--- src/design/ldhf_pkg.sv ---
`default_nettype none

package ldhf_pkg;

  // Sizing
  localparam int HISTORY_DEPTH = 8;
  localparam int LANES         = 3;
  localparam int IDX_W         = $clog2(HISTORY_DEPTH);
  localparam int LANE_IDX_W    = (LANES > 1) ? $clog2(LANES) : 1;

  // Field widths
  localparam int LANE_W   = 3;
  localparam int STAT_W   = 3;
  localparam int OCC_IN_W = 11;
  localparam int VOL_IN_W = 13;
  localparam int OCC_W    = 10;
  localparam int VOL_W    = 12;
  localparam int THR_W    = 8;
  localparam int CODE_W   = 2;
  localparam int CFG_IDX_W  = 2;
  localparam int CFG_DATA_W = 8;

  localparam logic [OCC_W-1:0] OCC_MAX = 10'd1000;

  // Register indexes on the configuration port
  typedef enum logic [CFG_IDX_W-1:0] {
    CFG_OCC_THR      = 2'd0,
    CFG_VOL_THR      = 2'd1,
    CFG_WORKING_CODE = 2'd2
  } cfg_reg_t;

  localparam logic [THR_W-1:0]  OCC_THR_RESET = 8'd26;
  localparam logic [THR_W-1:0]  VOL_THR_RESET = 8'd26;
  localparam logic [CODE_W-1:0] CODE_RESET    = 2'd2;

  typedef enum logic [1:0] {
    ST_IDLE,
    ST_LOAD,
    ST_STEP,
    ST_FINISH
  } state_t;

  // Controller to datapath commands
  typedef struct packed {
    logic             capture;
    logic             load;
    logic             step;
    logic [IDX_W-1:0] idx;
    logic             finish;
  } dp_cmd_t;

endpackage

`default_nettype wire

--- src/design/ldhf_ctrl.sv ---
`default_nettype none

module ldhf_ctrl import ldhf_pkg::*; (
  input  wire logic    clk,
  input  wire logic    rst,
  input  wire logic    in_valid,
  output logic         in_stall,
  output logic         out_valid,
  input  wire logic    out_stall,
  output dp_cmd_t      cmd
);

  state_t           state, state_next;
  logic [IDX_W-1:0] idx, idx_next;
  logic             out_valid_next;
  logic             out_free;

  // State, step counter and result-valid registers
  always_ff @(posedge clk) begin
    if (rst) begin
      state     <= ST_IDLE;
      idx       <= '0;
      out_valid <= 1'b0;
    end else begin
      state     <= state_next;
      idx       <= idx_next;
      out_valid <= out_valid_next;
    end
  end

  assign out_free = !out_valid || !out_stall;
  assign in_stall = (state != ST_IDLE);

  // Next state and commands
  always_comb begin
    state_next = state;
    idx_next   = idx;
    cmd        = '0;
    cmd.idx    = idx;
    case (state)
      ST_IDLE: begin
        if (in_valid) begin
          cmd.capture = 1'b1;
          state_next  = ST_LOAD;
        end
      end
      ST_LOAD: begin
        cmd.load   = 1'b1;
        idx_next   = IDX_W'(1);
        state_next = ST_STEP;
      end
      ST_STEP: begin
        cmd.step = 1'b1;
        if (idx == IDX_W'(HISTORY_DEPTH - 1)) begin
          state_next = ST_FINISH;
        end else begin
          idx_next = idx + 1'b1;
        end
      end
      ST_FINISH: begin
        // wait until the result register is free
        if (out_free) begin
          cmd.finish = 1'b1;
          state_next = ST_IDLE;
        end
      end
      default: begin
        state_next = ST_IDLE;
      end
    endcase
  end

  // Result valid: set on finish, cleared when taken
  always_comb begin
    out_valid_next = out_valid;
    if (cmd.finish) begin
      out_valid_next = 1'b1;
    end else if (out_valid && !out_stall) begin
      out_valid_next = 1'b0;
    end
  end

endmodule

`default_nettype wire

--- src/design/ldhf_datapath.sv ---
`default_nettype none

module ldhf_datapath import ldhf_pkg::*; (
  input  wire logic                         clk,
  input  wire logic                         rst,
  input  wire dp_cmd_t                      cmd,
  // configuration writes
  input  wire logic                         cfg_valid,
  input  wire logic [CFG_IDX_W-1:0]         cfg_index,
  input  wire logic [CFG_DATA_W-1:0]        cfg_data,
  // request fields
  input  wire logic [LANE_W-1:0]            lane,
  input  wire logic signed [STAT_W-1:0]     lead_status,
  input  wire logic signed [STAT_W-1:0]     trail_status,
  input  wire logic signed [OCC_IN_W-1:0]   lead_occ,
  input  wire logic signed [OCC_IN_W-1:0]   trail_occ,
  input  wire logic signed [VOL_IN_W-1:0]   lead_vol,
  input  wire logic signed [VOL_IN_W-1:0]   trail_vol,
  input  wire logic                         sample_time_valid,
  // result fields
  output logic [LANE_W-1:0]                 out_lane,
  output logic                              lead_occ_healthy,
  output logic                              trail_occ_healthy,
  output logic                              lead_vol_healthy,
  output logic                              trail_vol_healthy,
  output logic [OCC_W-1:0]                  fused_occ,
  output logic [VOL_W-1:0]                  fused_vol,
  output logic                              sample_replaced
);

  localparam int N = HISTORY_DEPTH - 1;

  // Relative change test: |a-b|*256 <= thr*b
  function automatic logic step_hit(input logic [VOL_W-1:0] a,
                                    input logic [VOL_W-1:0] b,
                                    input logic [THR_W-1:0] thr);
    logic [VOL_W-1:0]       d;
    logic [VOL_W+THR_W-1:0] lhs;
    logic [VOL_W+THR_W-1:0] rhs;
    d   = (a > b) ? (a - b) : (b - a);
    lhs = {d, {THR_W{1'b0}}};
    rhs = (VOL_W+THR_W)'(thr) * (VOL_W+THR_W)'(b);
    return lhs <= rhs;
  endfunction

  // Configuration registers
  logic [THR_W-1:0]  occ_thr, vol_thr;
  logic [CODE_W-1:0] working_code;

  // Per-lane state
  logic [OCC_W-1:0]  lo_hist   [0:LANES-1][0:HISTORY_DEPTH-1];
  logic [OCC_W-1:0]  to_hist   [0:LANES-1][0:HISTORY_DEPTH-1];
  logic [VOL_W-1:0]  lv_hist   [0:LANES-1][0:HISTORY_DEPTH-1];
  logic [VOL_W-1:0]  tv_hist   [0:LANES-1][0:HISTORY_DEPTH-1];
  logic              tval_hist [0:LANES-1][0:HISTORY_DEPTH-1];
  logic [CODE_W-1:0] last_ls   [0:LANES-1];
  logic [CODE_W-1:0] last_ts   [0:LANES-1];
  logic [VOL_W-1:0]  kept_vol  [0:LANES-1];

  // Captured request
  logic [LANE_W-1:0]          lane_q;
  logic [STAT_W-1:0]          ls_q, ts_q;
  logic [OCC_IN_W-1:0]        lo_q, to_q;
  logic [VOL_IN_W-1:0]        lv_q, tv_q;
  logic                       tval_q;

  // Working window of the current lane
  logic [OCC_W-1:0]  wlo [0:HISTORY_DEPTH-1];
  logic [OCC_W-1:0]  wto [0:HISTORY_DEPTH-1];
  logic [VOL_W-1:0]  wlv [0:HISTORY_DEPTH-1];
  logic [VOL_W-1:0]  wtv [0:HISTORY_DEPTH-1];
  logic              wtval [0:HISTORY_DEPTH-1];
  logic              lstat, tstat;
  logic [IDX_W-1:0]  cnt_lo, cnt_to, cnt_lv, cnt_tv;
  logic              new_lo, new_to, new_lv, new_tv;

  // Shifted window built from the stored row
  logic [OCC_W-1:0]  sh_lo [0:HISTORY_DEPTH-1];
  logic [OCC_W-1:0]  sh_to [0:HISTORY_DEPTH-1];
  logic [VOL_W-1:0]  sh_lv [0:HISTORY_DEPTH-1];
  logic [VOL_W-1:0]  sh_tv [0:HISTORY_DEPTH-1];
  logic              sh_tval [0:HISTORY_DEPTH-1];
  logic [CODE_W-1:0] ls_new, ts_new;

  logic                  lane_ok;
  logic [LANE_IDX_W-1:0] row;
  logic                  repl;
  logic [OCC_W-1:0]      lo_sat, to_sat;

  assign lane_ok = ({1'b0, lane_q} < (LANE_W+1)'(LANES));
  assign row     = lane_ok ? lane_q[LANE_IDX_W-1:0] : '0;
  assign repl    = ls_q[STAT_W-1] || ts_q[STAT_W-1] || lo_q[OCC_IN_W-1] ||
                   to_q[OCC_IN_W-1] || lv_q[VOL_IN_W-1] || tv_q[VOL_IN_W-1];

  // Occupancy saturation (only used when the reading is non-negative)
  assign lo_sat = (lo_q[OCC_IN_W-2:0] > OCC_MAX) ? OCC_MAX : lo_q[OCC_W-1:0];
  assign to_sat = (to_q[OCC_IN_W-2:0] > OCC_MAX) ? OCC_MAX : to_q[OCC_W-1:0];

  // Window shift; a replaced sample keeps the previous newest entry
  always_comb begin
    for (int i = 0; i < N; i++) begin
      sh_lo[i]   = lo_hist[row][i+1];
      sh_to[i]   = to_hist[row][i+1];
      sh_lv[i]   = lv_hist[row][i+1];
      sh_tv[i]   = tv_hist[row][i+1];
      sh_tval[i] = tval_hist[row][i+1];
    end
    sh_lo[N]   = repl ? lo_hist[row][N] : lo_sat;
    sh_to[N]   = repl ? to_hist[row][N] : to_sat;
    sh_lv[N]   = repl ? lv_hist[row][N] : lv_q[VOL_W-1:0];
    sh_tv[N]   = repl ? tv_hist[row][N] : tv_q[VOL_W-1:0];
    sh_tval[N] = tval_q;
    ls_new     = repl ? last_ls[row] : ls_q[CODE_W-1:0];
    ts_new     = repl ? last_ts[row] : ts_q[CODE_W-1:0];
  end

  // One adjacent pair per step
  logic [IDX_W-1:0] jm1;
  logic             hit_lo, hit_to, hit_lv, hit_tv;

  assign jm1    = cmd.idx - 1'b1;
  assign hit_lo = wtval[cmd.idx] &&
                  step_hit(VOL_W'(wlo[cmd.idx]), VOL_W'(wlo[jm1]), occ_thr);
  assign hit_to = wtval[cmd.idx] &&
                  step_hit(VOL_W'(wto[cmd.idx]), VOL_W'(wto[jm1]), occ_thr);
  assign hit_lv = wtval[cmd.idx] && step_hit(wlv[cmd.idx], wlv[jm1], vol_thr);
  assign hit_tv = wtval[cmd.idx] && step_hit(wtv[cmd.idx], wtv[jm1], vol_thr);

  // Health decision and fusion
  logic             h_lo, h_to, h_lv, h_tv;
  logic [OCC_W:0]   occ_sum;
  logic [VOL_W:0]   vol_sum;
  logic [OCC_W-1:0] focc;
  logic [VOL_W-1:0] fvol;

  always_comb begin
    h_lo = lane_ok && lstat && !((cnt_lo > IDX_W'(N / 2)) && new_lo);
    h_to = lane_ok && tstat && !((cnt_to > IDX_W'(N / 2)) && new_to);
    h_lv = lane_ok && lstat && !((cnt_lv > IDX_W'(N / 2)) && new_lv);
    h_tv = lane_ok && tstat && !((cnt_tv > IDX_W'(N / 2)) && new_tv);
    occ_sum = {1'b0, wlo[N]} + {1'b0, wto[N]};
    vol_sum = {1'b0, wlv[N]} + {1'b0, wtv[N]};
    if (h_lo && h_to) begin
      focc = occ_sum[OCC_W:1];
    end else if (h_lo) begin
      focc = wlo[N];
    end else if (h_to) begin
      focc = wto[N];
    end else begin
      focc = '0;
    end
    if (h_lv && h_tv) begin
      fvol = vol_sum[VOL_W:1];
    end else if (h_lv) begin
      fvol = wlv[N];
    end else if (h_tv) begin
      fvol = wtv[N];
    end else if (lane_ok) begin
      fvol = kept_vol[row];
    end else begin
      fvol = '0;
    end
  end

  // Configuration registers
  always_ff @(posedge clk) begin
    if (rst) begin
      occ_thr      <= OCC_THR_RESET;
      vol_thr      <= VOL_THR_RESET;
      working_code <= CODE_RESET;
    end else if (cfg_valid) begin
      case (cfg_index)
        CFG_OCC_THR:      occ_thr      <= cfg_data[THR_W-1:0];
        CFG_VOL_THR:      vol_thr      <= cfg_data[THR_W-1:0];
        CFG_WORKING_CODE: working_code <= cfg_data[CODE_W-1:0];
        default: ;
      endcase
    end
  end

  // Per-lane history, statuses and kept volume
  always_ff @(posedge clk) begin
    if (rst) begin
      for (int l = 0; l < LANES; l++) begin
        for (int i = 0; i < HISTORY_DEPTH; i++) begin
          lo_hist[l][i]   <= '0;
          to_hist[l][i]   <= '0;
          lv_hist[l][i]   <= '0;
          tv_hist[l][i]   <= '0;
          tval_hist[l][i] <= 1'b0;
        end
        last_ls[l]  <= '0;
        last_ts[l]  <= '0;
        kept_vol[l] <= '0;
      end
    end else begin
      if (cmd.load && lane_ok) begin
        for (int i = 0; i < HISTORY_DEPTH; i++) begin
          lo_hist[row][i]   <= sh_lo[i];
          to_hist[row][i]   <= sh_to[i];
          lv_hist[row][i]   <= sh_lv[i];
          tv_hist[row][i]   <= sh_tv[i];
          tval_hist[row][i] <= sh_tval[i];
        end
        last_ls[row] <= ls_new;
        last_ts[row] <= ts_new;
      end
      if (cmd.finish && lane_ok) begin
        kept_vol[row] <= fvol;
      end
    end
  end

  // Request capture and working window
  always_ff @(posedge clk) begin
    if (cmd.capture) begin
      lane_q <= lane;
      ls_q   <= lead_status;
      ts_q   <= trail_status;
      lo_q   <= lead_occ;
      to_q   <= trail_occ;
      lv_q   <= lead_vol;
      tv_q   <= trail_vol;
      tval_q <= sample_time_valid;
    end
    if (cmd.load) begin
      for (int i = 0; i < HISTORY_DEPTH; i++) begin
        wlo[i]   <= sh_lo[i];
        wto[i]   <= sh_to[i];
        wlv[i]   <= sh_lv[i];
        wtv[i]   <= sh_tv[i];
        wtval[i] <= sh_tval[i];
      end
      lstat  <= (ls_new == working_code);
      tstat  <= (ts_new == working_code);
      cnt_lo <= '0;
      cnt_to <= '0;
      cnt_lv <= '0;
      cnt_tv <= '0;
      new_lo <= 1'b0;
      new_to <= 1'b0;
      new_lv <= 1'b0;
      new_tv <= 1'b0;
    end
    if (cmd.step) begin
      cnt_lo <= cnt_lo + IDX_W'(hit_lo);
      cnt_to <= cnt_to + IDX_W'(hit_to);
      cnt_lv <= cnt_lv + IDX_W'(hit_lv);
      cnt_tv <= cnt_tv + IDX_W'(hit_tv);
      if (cmd.idx == IDX_W'(N)) begin
        new_lo <= hit_lo;
        new_to <= hit_to;
        new_lv <= hit_lv;
        new_tv <= hit_tv;
      end
    end
  end

  // Result register
  always_ff @(posedge clk) begin
    if (cmd.finish) begin
      out_lane          <= lane_q;
      lead_occ_healthy  <= h_lo;
      trail_occ_healthy <= h_to;
      lead_vol_healthy  <= h_lv;
      trail_vol_healthy <= h_tv;
      fused_occ         <= focc;
      fused_vol         <= fvol;
      sample_replaced   <= lane_ok && repl;
    end
  end

endmodule

`default_nettype wire

--- src/design/loop_detector_health_fusion.sv ---
`default_nettype none

// Channel   Handshake                Payload
// in        in_valid / in_stall      lane, lead/trail status, occ, vol, sample_time_valid
// out       out_valid / out_stall    out_lane, four health flags, fused_occ, fused_vol,
//                                    sample_replaced
// cfg       cfg_valid / cfg_ready    cfg_index, cfg_data (cfg_ready always high)
//
// One request runs through accept, window load, one adjacent history pair per cycle
// over HISTORY_DEPTH-1 steps, and result write, in that order.
// The history walk goes through the shared compare step.
// Synchronous reset clears every lane's history, statuses and kept volume at once.
// A finished result sits in the output register; the next request is accepted
// meanwhile, and only its result write waits while out_stall holds the old one.

module loop_detector_health_fusion import ldhf_pkg::*; (
  input  wire logic                        clk,
  input  wire logic                        rst,
  // request channel
  input  wire logic                        in_valid,
  output logic                             in_stall,
  input  wire logic [LANE_W-1:0]           lane,
  input  wire logic signed [STAT_W-1:0]    lead_status,
  input  wire logic signed [STAT_W-1:0]    trail_status,
  input  wire logic signed [OCC_IN_W-1:0]  lead_occ,
  input  wire logic signed [OCC_IN_W-1:0]  trail_occ,
  input  wire logic signed [VOL_IN_W-1:0]  lead_vol,
  input  wire logic signed [VOL_IN_W-1:0]  trail_vol,
  input  wire logic                        sample_time_valid,
  // result channel
  output logic                             out_valid,
  input  wire logic                        out_stall,
  output logic [LANE_W-1:0]                out_lane,
  output logic                             lead_occ_healthy,
  output logic                             trail_occ_healthy,
  output logic                             lead_vol_healthy,
  output logic                             trail_vol_healthy,
  output logic [OCC_W-1:0]                 fused_occ,
  output logic [VOL_W-1:0]                 fused_vol,
  output logic                             sample_replaced,
  // configuration channel
  input  wire logic                        cfg_valid,
  output logic                             cfg_ready,
  input  wire logic [CFG_IDX_W-1:0]        cfg_index,
  input  wire logic [CFG_DATA_W-1:0]       cfg_data
);

  dp_cmd_t cmd;

  assign cfg_ready = 1'b1;

  ldhf_ctrl u_ctrl (
    .clk       (clk),
    .rst       (rst),
    .in_valid  (in_valid),
    .in_stall  (in_stall),
    .out_valid (out_valid),
    .out_stall (out_stall),
    .cmd       (cmd)
  );

  ldhf_datapath u_datapath (
    .clk               (clk),
    .rst               (rst),
    .cmd               (cmd),
    .cfg_valid         (cfg_valid && cfg_ready),
    .cfg_index         (cfg_index),
    .cfg_data          (cfg_data),
    .lane              (lane),
    .lead_status       (lead_status),
    .trail_status      (trail_status),
    .lead_occ          (lead_occ),
    .trail_occ         (trail_occ),
    .lead_vol          (lead_vol),
    .trail_vol         (trail_vol),
    .sample_time_valid (sample_time_valid),
    .out_lane          (out_lane),
    .lead_occ_healthy  (lead_occ_healthy),
    .trail_occ_healthy (trail_occ_healthy),
    .lead_vol_healthy  (lead_vol_healthy),
    .trail_vol_healthy (trail_vol_healthy),
    .fused_occ         (fused_occ),
    .fused_vol         (fused_vol),
    .sample_replaced   (sample_replaced)
  );

endmodule

`default_nettype wire
--- config.mk ---
export PLATFORM = sky130hd
export DESIGN_NAME = loop_detector_health_fusion
export DESIGN_NICKNAME = d
export VERILOG_FILES = /design/src/design/ldhf_pkg.sv /design/src/design/ldhf_ctrl.sv /design/src/design/ldhf_datapath.sv /design/src/design/loop_detector_health_fusion.sv
export SDC_FILE = /design/constraint.sdc
export NUM_CORES = 2
export LEC_CHECK = 0
export BUFFER_PORTS_ARGS = -buffer_cell sky130_fd_sc_hd__buf_2
export CAP_MARGIN = 5
export CORE_MARGIN = 2
export CORE_UTILIZATION = 50
export CTS_BUF_LIST = sky130_fd_sc_hd__clkbuf_2
export CTS_CLUSTER_SIZE = 30
export DETAILED_ROUTE_END_ITERATION = 12
export PLACE_DENSITY = 0.66
export SLEW_MARGIN = 20
export SYNTH_ARGS = -nofsm -noshare
export SYNTH_HDL_FRONTEND = slang
export SYNTH_HIERARCHICAL = 1
export SYNTH_SLANG_ARGS = --single-unit
--- constraint.sdc ---
create_clock -name clk -period 24.2 [get_ports clk]
set_input_delay 3.63 -clock clk [delete_from_list [all_inputs] [get_ports clk]]
set_output_delay 3.63 -clock clk [all_outputs]
set_load 0.02 [all_outputs]
# --- Word-level counts from Yosys, hierarchy flattened ---
# Memory sizes are Yosys's and may differ from the RTL's. A register that Yosys moved wholly into a read port is not among the register bits.
# Index checks and enable logic that the tools add are counted.
totals:
  ff_bits: 130
  ramBits: 1488
  output_inout_bits: 33
  memories: 13
memory_table:
  columns: ["memory", "words", "width", "rd", "rd_ports_with_merged_regs", "write_ports", "line", "source"]
  rows:
  - ["u_datapath.lv_hist", 3, 96, 1, 0, 3, "ldhf_datapath.sv:53", "logic [VOL_W-1:0] lv_hist [0:LANES-1][0:HISTORY_DEPTH-1];"]
  - ["u_datapath.tv_hist", 3, 96, 1, 0, 3, "ldhf_datapath.sv:54", "logic [VOL_W-1:0] tv_hist [0:LANES-1][0:HISTORY_DEPTH-1];"]
  - ["u_datapath.lo_hist", 3, 80, 1, 0, 3, "ldhf_datapath.sv:51", "logic [OCC_W-1:0] lo_hist [0:LANES-1][0:HISTORY_DEPTH-1];"]
  - ["u_datapath.to_hist", 3, 80, 1, 0, 3, "ldhf_datapath.sv:52", "logic [OCC_W-1:0] to_hist [0:LANES-1][0:HISTORY_DEPTH-1];"]
  - ["u_datapath.wlv", 8, 12, 3, 1, 8, "ldhf_datapath.sv:70", "logic [VOL_W-1:0] wlv [0:HISTORY_DEPTH-1];"]
  - ["u_datapath.wtv", 8, 12, 3, 1, 8, "ldhf_datapath.sv:71", "logic [VOL_W-1:0] wtv [0:HISTORY_DEPTH-1];"]
  - ["7 more memories", null, null, null, null, null, null, null]
classes:
  n_addsub: 16
  mul: 4
  order_cmp: 15
  eq_ne: 12
  mux: 95
  reduce_logical: 51
ops:
  columns: ["operator", "n"]
  rows:
  - ["2-to-1 mux 96 bit", 2]
  - ["OR reduction 96 bit", 2]
  - ["2-to-1 mux 80 bit", 2]
  - ["OR reduction 80 bit", 2]
  - ["2-to-1 mux 12 bit", 11]
  - ["2-to-1 mux 10 bit", 7]
  - ["2-to-1 mux 3 bit", 16]
  - ["subtractor 12 bit", 4]
  - ["subtractor 10 x 10 -> 11 bit", 4]
  - ["<= comparator 20 x 18 -> 1 bit", 2]
  - ["<= comparator 20 bit", 2]
  - ["multiplier 8 x 12 -> 20 bit", 2]
  - ["2-to-1 mux 1 bit", 38]
  - ["multiplier 8 x 10 -> 18 bit", 2]
  - ["2-to-1 mux 2 bit", 16]
  - ["> comparator 12 bit", 2]
  - ["> comparator 10 bit", 2]
  - ["> comparator 10 bit (second input constant)", 2]
  - ["logical AND 1 bit", 20]
  - ["adder 12 x 12 -> 13 bit", 1]
  - ["adder 3 x 1 -> 3 bit", 4]
  - ["> comparator 3 x 2 -> 1 bit (second input constant)", 4]
  - ["OR reduction 12 bit", 1]
  - ["adder 10 x 10 -> 11 bit", 1]
  - ["20 further kinds", 44]

# --- Longest topological paths before layout ---
logic_depth:
  word_depth: 10
  mapped_depth: 42
  mapped_depth_nobuf: 34

# --- Cells and area by module ---
# The synthesis kept the hierarchy.
by_module_without_submodules:
  columns: ["mod", "n_inst", "cells_per_inst", "area_each_um2"]
  rows:
  - ["ldhf_datapath", 1, 6432, 78459.0]
  - ["ldhf_ctrl", 1, 41, 376.6]
  - ["loop_detector_health_fusion", 1, 2, 11.3]

# --- Worst setup path after synthesis ---
# OpenSTA, ideal clock, no wires.
synth_timing:
  path_type: "register to register"
  start: "register u_ctrl.state[1]"
  end: "memory u_datapath/lo_hist[1][0] (netlist bit) (enable)"
  setup_ns: 0.691
  t_arrival_ns: 17.035
  required_time_ns: 23.509
  path_slack_ns: 6.474
  path_stages_with_launch: 8
  n_path_buf: 2
  synth_period_minus_slack_ns: 17.726
  path_cell_list: "dfxtp_1 > inv_1 > ha_1 > and3_1 > nand2_1 > clkbuf_1 > clkbuf_1 > nand2_1"
synth_lines:
  columns: ["item", "line", "source"]
  rows:
  - ["start, declared", "ldhf_ctrl.sv:13", "state_t state, state_next;"]
  - ["start signal, assigned", "ldhf_ctrl.sv:25", "state <= state_next;"]
  - ["end, declared", "ldhf_datapath.sv:51", null]

# --- Final worst setup path ---
layout_timing:
  start: "register u_ctrl.idx[0]"
  end: "register u_datapath.cnt_tv[2] (data pin)"
layout_via:
  elab_chain_cells: 8
  elab_cells_between_ends: 11
  cone_classes: "add/sub: 4; mul: 1; order compare: 2; mux: 2; reduce/logical: 1; memory: 1"
layout_rtl:
  columns: ["item", "line", "source"]
  rows:
  - ["start, declared", "ldhf_ctrl.sv:14", "logic [IDX_W-1:0] idx, idx_next;"]
  - ["start signal, assigned", "ldhf_ctrl.sv:26", "idx <= idx_next;"]
  - ["subtractor 3 x 1 -> 3 bit (*)", "ldhf_datapath.sv:121", "assign jm1 = cmd.idx - 1'b1;"]
  - ["memory read (8 x 12 bit) (*)", null, null]
  - ["branches (longest 2 deep; another with multiplier 8 x 12 -> 20 bit)", null, null]
  - ["<= comparator 20 bit (*)", "ldhf_datapath.sv:43", "return lhs <= rhs;"]
  - ["logical AND 1 bit (*)", "ldhf_datapath.sv:127", "assign hit_tv = wtval[cmd.idx] && step_hit(wtv[cmd.idx], wtv[jm1], vol_thr);"]
  - ["adder 3 x 1 -> 3 bit (*)", "ldhf_datapath.sv:249", "cnt_tv <= cnt_tv + IDX_W'(hit_tv);"]
  - ["2-to-1 mux 3 bit (*)", "ldhf_datapath.sv:245", "if (cmd.step) begin"]
  - ["end signal, assigned", "ldhf_datapath.sv:249", null]
  - ["end, declared", "ldhf_datapath.sv:74", "logic [IDX_W-1:0] cnt_lo, cnt_to, cnt_lv, cnt_tv;"]
# Every way passes the cells marked *.
# A chain may end at the register's enable or synchronous reset.

==> metrics <==
Slowest Stage Delay on Critical Path approximately 0.86 ns; gr ovfl total 0; clk root buf clkbuf_2; status finished clean; Post-synth EDFFs approximately 1500; Hold Vio Cnt, Final 0; placer congestion estimate 0.883; Final TNS setup 0 ns; Min-Delay Path Class flop to flop; TritonCTS Buffers roughly 390; GRT Util Overall around 25%; Setup Buffers After CTS 0; Initial Util 50.4%; CP Launch Type flop; Synth top area share a little under three fifths; clock tree buffer depth 4; Cells on Worst Hold Path 2; post-synthesis net count ~7100; area leader, netlist edfxtp_1; number of synthesis warnings 6; Slew Limit Headroom between 10% and 20%; area of the die between 150000 and 200000 µm²; Syn Std Cell Area between 70000 and 80000 µm²; PortBufs ~100; Max Slew Vio Count 0; H-tree Lvls 5; final hold slack ~0.37 ns; Post-route DRC 0; row cnt between 100 and 150; critical-path maximum fanout 48; Vias per Instance 5.72; MaxCap Viol Count 0; Die H between 400 and 500 µm; drt pass-1 iters 6; I/O Pins roughly 110; wire per inst roughly 22 µm; crit path capture type flop; Post-synth ARST share 0%; flop-to-flop setup slack about 13 ns; clock skew 0.280 ns; post-cts resize count 0; ys flop type edfxtp_1; WS Path Type flop to flop; CTS tree done; largest net degree at the start of global routing 172; Final ANT Viol Nets 0; Tightest Pin Transition approximately 1.2 ns; Max Freq about 93 MHz; Area growth syn-to-layout 7.36%; fin util between 50% and 60%; layout net count 7345; initial DRC count approximately 4600; post-route clock period utilization between 40% and 50%; Critical Path AT 12.15 ns; sequential-to-total area share from yosys stat 56.1%; RSZ-0062 raised after global routing no; Critical Path Most Common Cell inv_1; #FFs+latches synth about 1500; number of clock sinks roughly 1500; Mapped Cells between 6000 and 7000; syn_area_per_cell 12.2 µm²; vias in the first global route approximately 52000; DRT Wirelength approximately 200 mm; Worst-path clk slew 0.12 ns; worst-case reg-to-reg path depth 32; Slowest cell on crit path ha_4; most area-consuming cells after synthesis edfxtp_1, fa_1, ha_1; Netlist cell types 80; initial antenna violation count 10; fillers around 13000; CP required 25.57 ns; die width ~400 µm; DR vias between 50000 and 60000; Hold Buf Count CTS 0; core area about 160000 µm²; Worst-Skew Late Latency 1.88 ns; layout cells sized above 1 around 14%; final setup fails 0; post-DP HPWL between 100 and 150 mm; first-pass GRT wire length around 300 mm; Tmin final about 11 ns
==> worst paths after layout <==
kind | from | end
max reg2reg | u_ctrl/idx[0]$_SDFFE_PP0P_ | u_datapath/cnt_tv[2]$_SDFFCE_PN0P_
max | u_ctrl/idx[0]$_SDFFE_PP0P_ | u_datapath/cnt_tv[2]$_SDFFCE_PN0P_
min | u_datapath/tv_hist[0][25]$_SDFFCE_PN0P_ | u_datapath/wtv[4][1]$_DFFE_PP_
min reg2reg | u_datapath/tv_hist[0][25]$_SDFFCE_PN0P_ | u_datapath/wtv[4][1]$_DFFE_PP_
==> through the flow <==
step / std cells / cell area [µm²] / setup slack [ns]
4_1_cts: 8996 / 84600 / 13.37
3_5_place_dp: 8392 / 81600 / 13.61
3_3_place_gp: 8392 / 81600 / 13.74
6_report: 9003 / 84600 / 13.42
5_1_grt: 9002 / 84600 / 12.67
2_1_floorplan: 6475 / 78800 / 6.47
==> critical path, delay by kind of cell (launching register included) <==
| family | cells | cell delay, ns |
|---|---|---|
| buffers and inverters | 6 | 1.31 |
| DFF | 1 | 0.81 |
| and+or+nand+nor | 9 | 2.30 |
| AOI/OAI and AO/OA | 4 | 0.87 |
| adders and majority gates | 9 | 3.56 |
| xor gates and xnor gates | 2 | 0.15 |
| muxes | 2 | 1.24 |
==> final cells by class <==
| type | instances | area, µm² | share of cell area (%) |
|---|---|---|---|
| repair buffers | 199 | 1350 | 1.59 |
| inverters | 745 | 2800 | 3.30 |
| flip-flops and latches | 1483 | 44300 | 52.3 |
| clock buffers | 523 | 2620 | 3.09 |
| multi-input cells | 3907 | 30600 | 36.2 |
| clock inverters | 81 | 398 | 0.470 |
| well taps | 2058 | 2570 | 3.04 |
| diodes | 7 | 17.5 | 0.0207 |
==> cell usage after synthesis, types with 28 or more instances <==
cell type	count
a22o_1	277
dfxtp_1	28
xnor2_1	64
edfxtp_1	1455
inv_1	742
nand2_1	287
nor2b_1	324
mux4_2	178
a21oi_1	386
buf_1	38
nor2_1	1075
a21o_1	62
nor3_1	33
fa_1	226
o21ai_0	109
nand3_1	37
buf_2	32
xor2_1	47
a22oi_1	61
clkbuf_1	264
mux2i_1	126
ha_1	323
==> sequential cells by signal, indices dropped and copies added, names as in the netlist, 6 cells and up <==
name / flops
u_datapath/lv_hist: 252
u_datapath/tv_hist: 252
u_datapath/lo_hist: 210
u_datapath/to_hist: 210
u_datapath/wlv: 96
u_datapath/wtv: 96
u_datapath/wlo: 80
u_datapath/wto: 80
u_datapath/kept_vol: 36
u_datapath/tval_hist: 21
u_datapath/lv_q: 13
u_datapath/tv_q: 13
u_datapath/fused_vol: 12
u_datapath/lo_q: 11
u_datapath/to_q: 11
u_datapath/fused_occ: 10
u_datapath/occ_thr: 8
u_datapath/vol_thr: 8
u_datapath/wtval: 8
u_datapath/last_ls: 6
u_datapath/last_ts: 6
==> cells in the final DEF (no fill, tap or decap), types with 10 or more instances in the layout <==
master    instances
mux2_2           14
a21oi_1         386
nand3_1          35
nor2_1         1074
nand2b_1         21
mux2i_1         117
fa_1            226
nand2_1         282
buf_4            86
mux4_2          178
and2_1           18
dfxtp_1          25
edfxtp_1       1455
clkbuf_2        523
a31oi_1          17
a211o_1          10
o21ai_0         109
nor3_1           33
inv_1           742
o21a_1           10
nor2b_1         324
buf_2           104
mux2i_2          13
nand4_1          15
xnor2_1          64
a211oi_1         14
and3_1           19
ha_1            321
a22o_1          277
a22oi_1          61
clkinv_1         63
a21o_1           62
or3_1            15
xor2_1           47
==> routing by layer <==
layer | wire (µm) | track usage (%) | up-vias
met3 | 17700 | 5.25 | 287
met1 | 85700 | 34.8 | 25700
met5 | 0 | 0 | -
met2 | 91200 | 38.3 | 2102
met4 | 3700 | 7.36 | 0
li1 | - | - | 23390
==> kinds of logic (layout without fill, tap and decap cells) <==
logic type,Yosys count,in the layout,share of synthesized area (%)
buffers and inverters,1085,1548,5.26
AOI/OAI and AO/OA,1040,1040,8.96
and+or+nand+nor,1880,1880,10.5
xor gates and xnor gates,112,112,1.25
DFF,1483,1483,56.1
muxes,325,325,7.01
other,1,8,0.00476
adders and majority gates,549,549,10.9
Power is not shown: default switching activity piles up to over one toggle a cycle in this logic, so the estimate is an artifact.
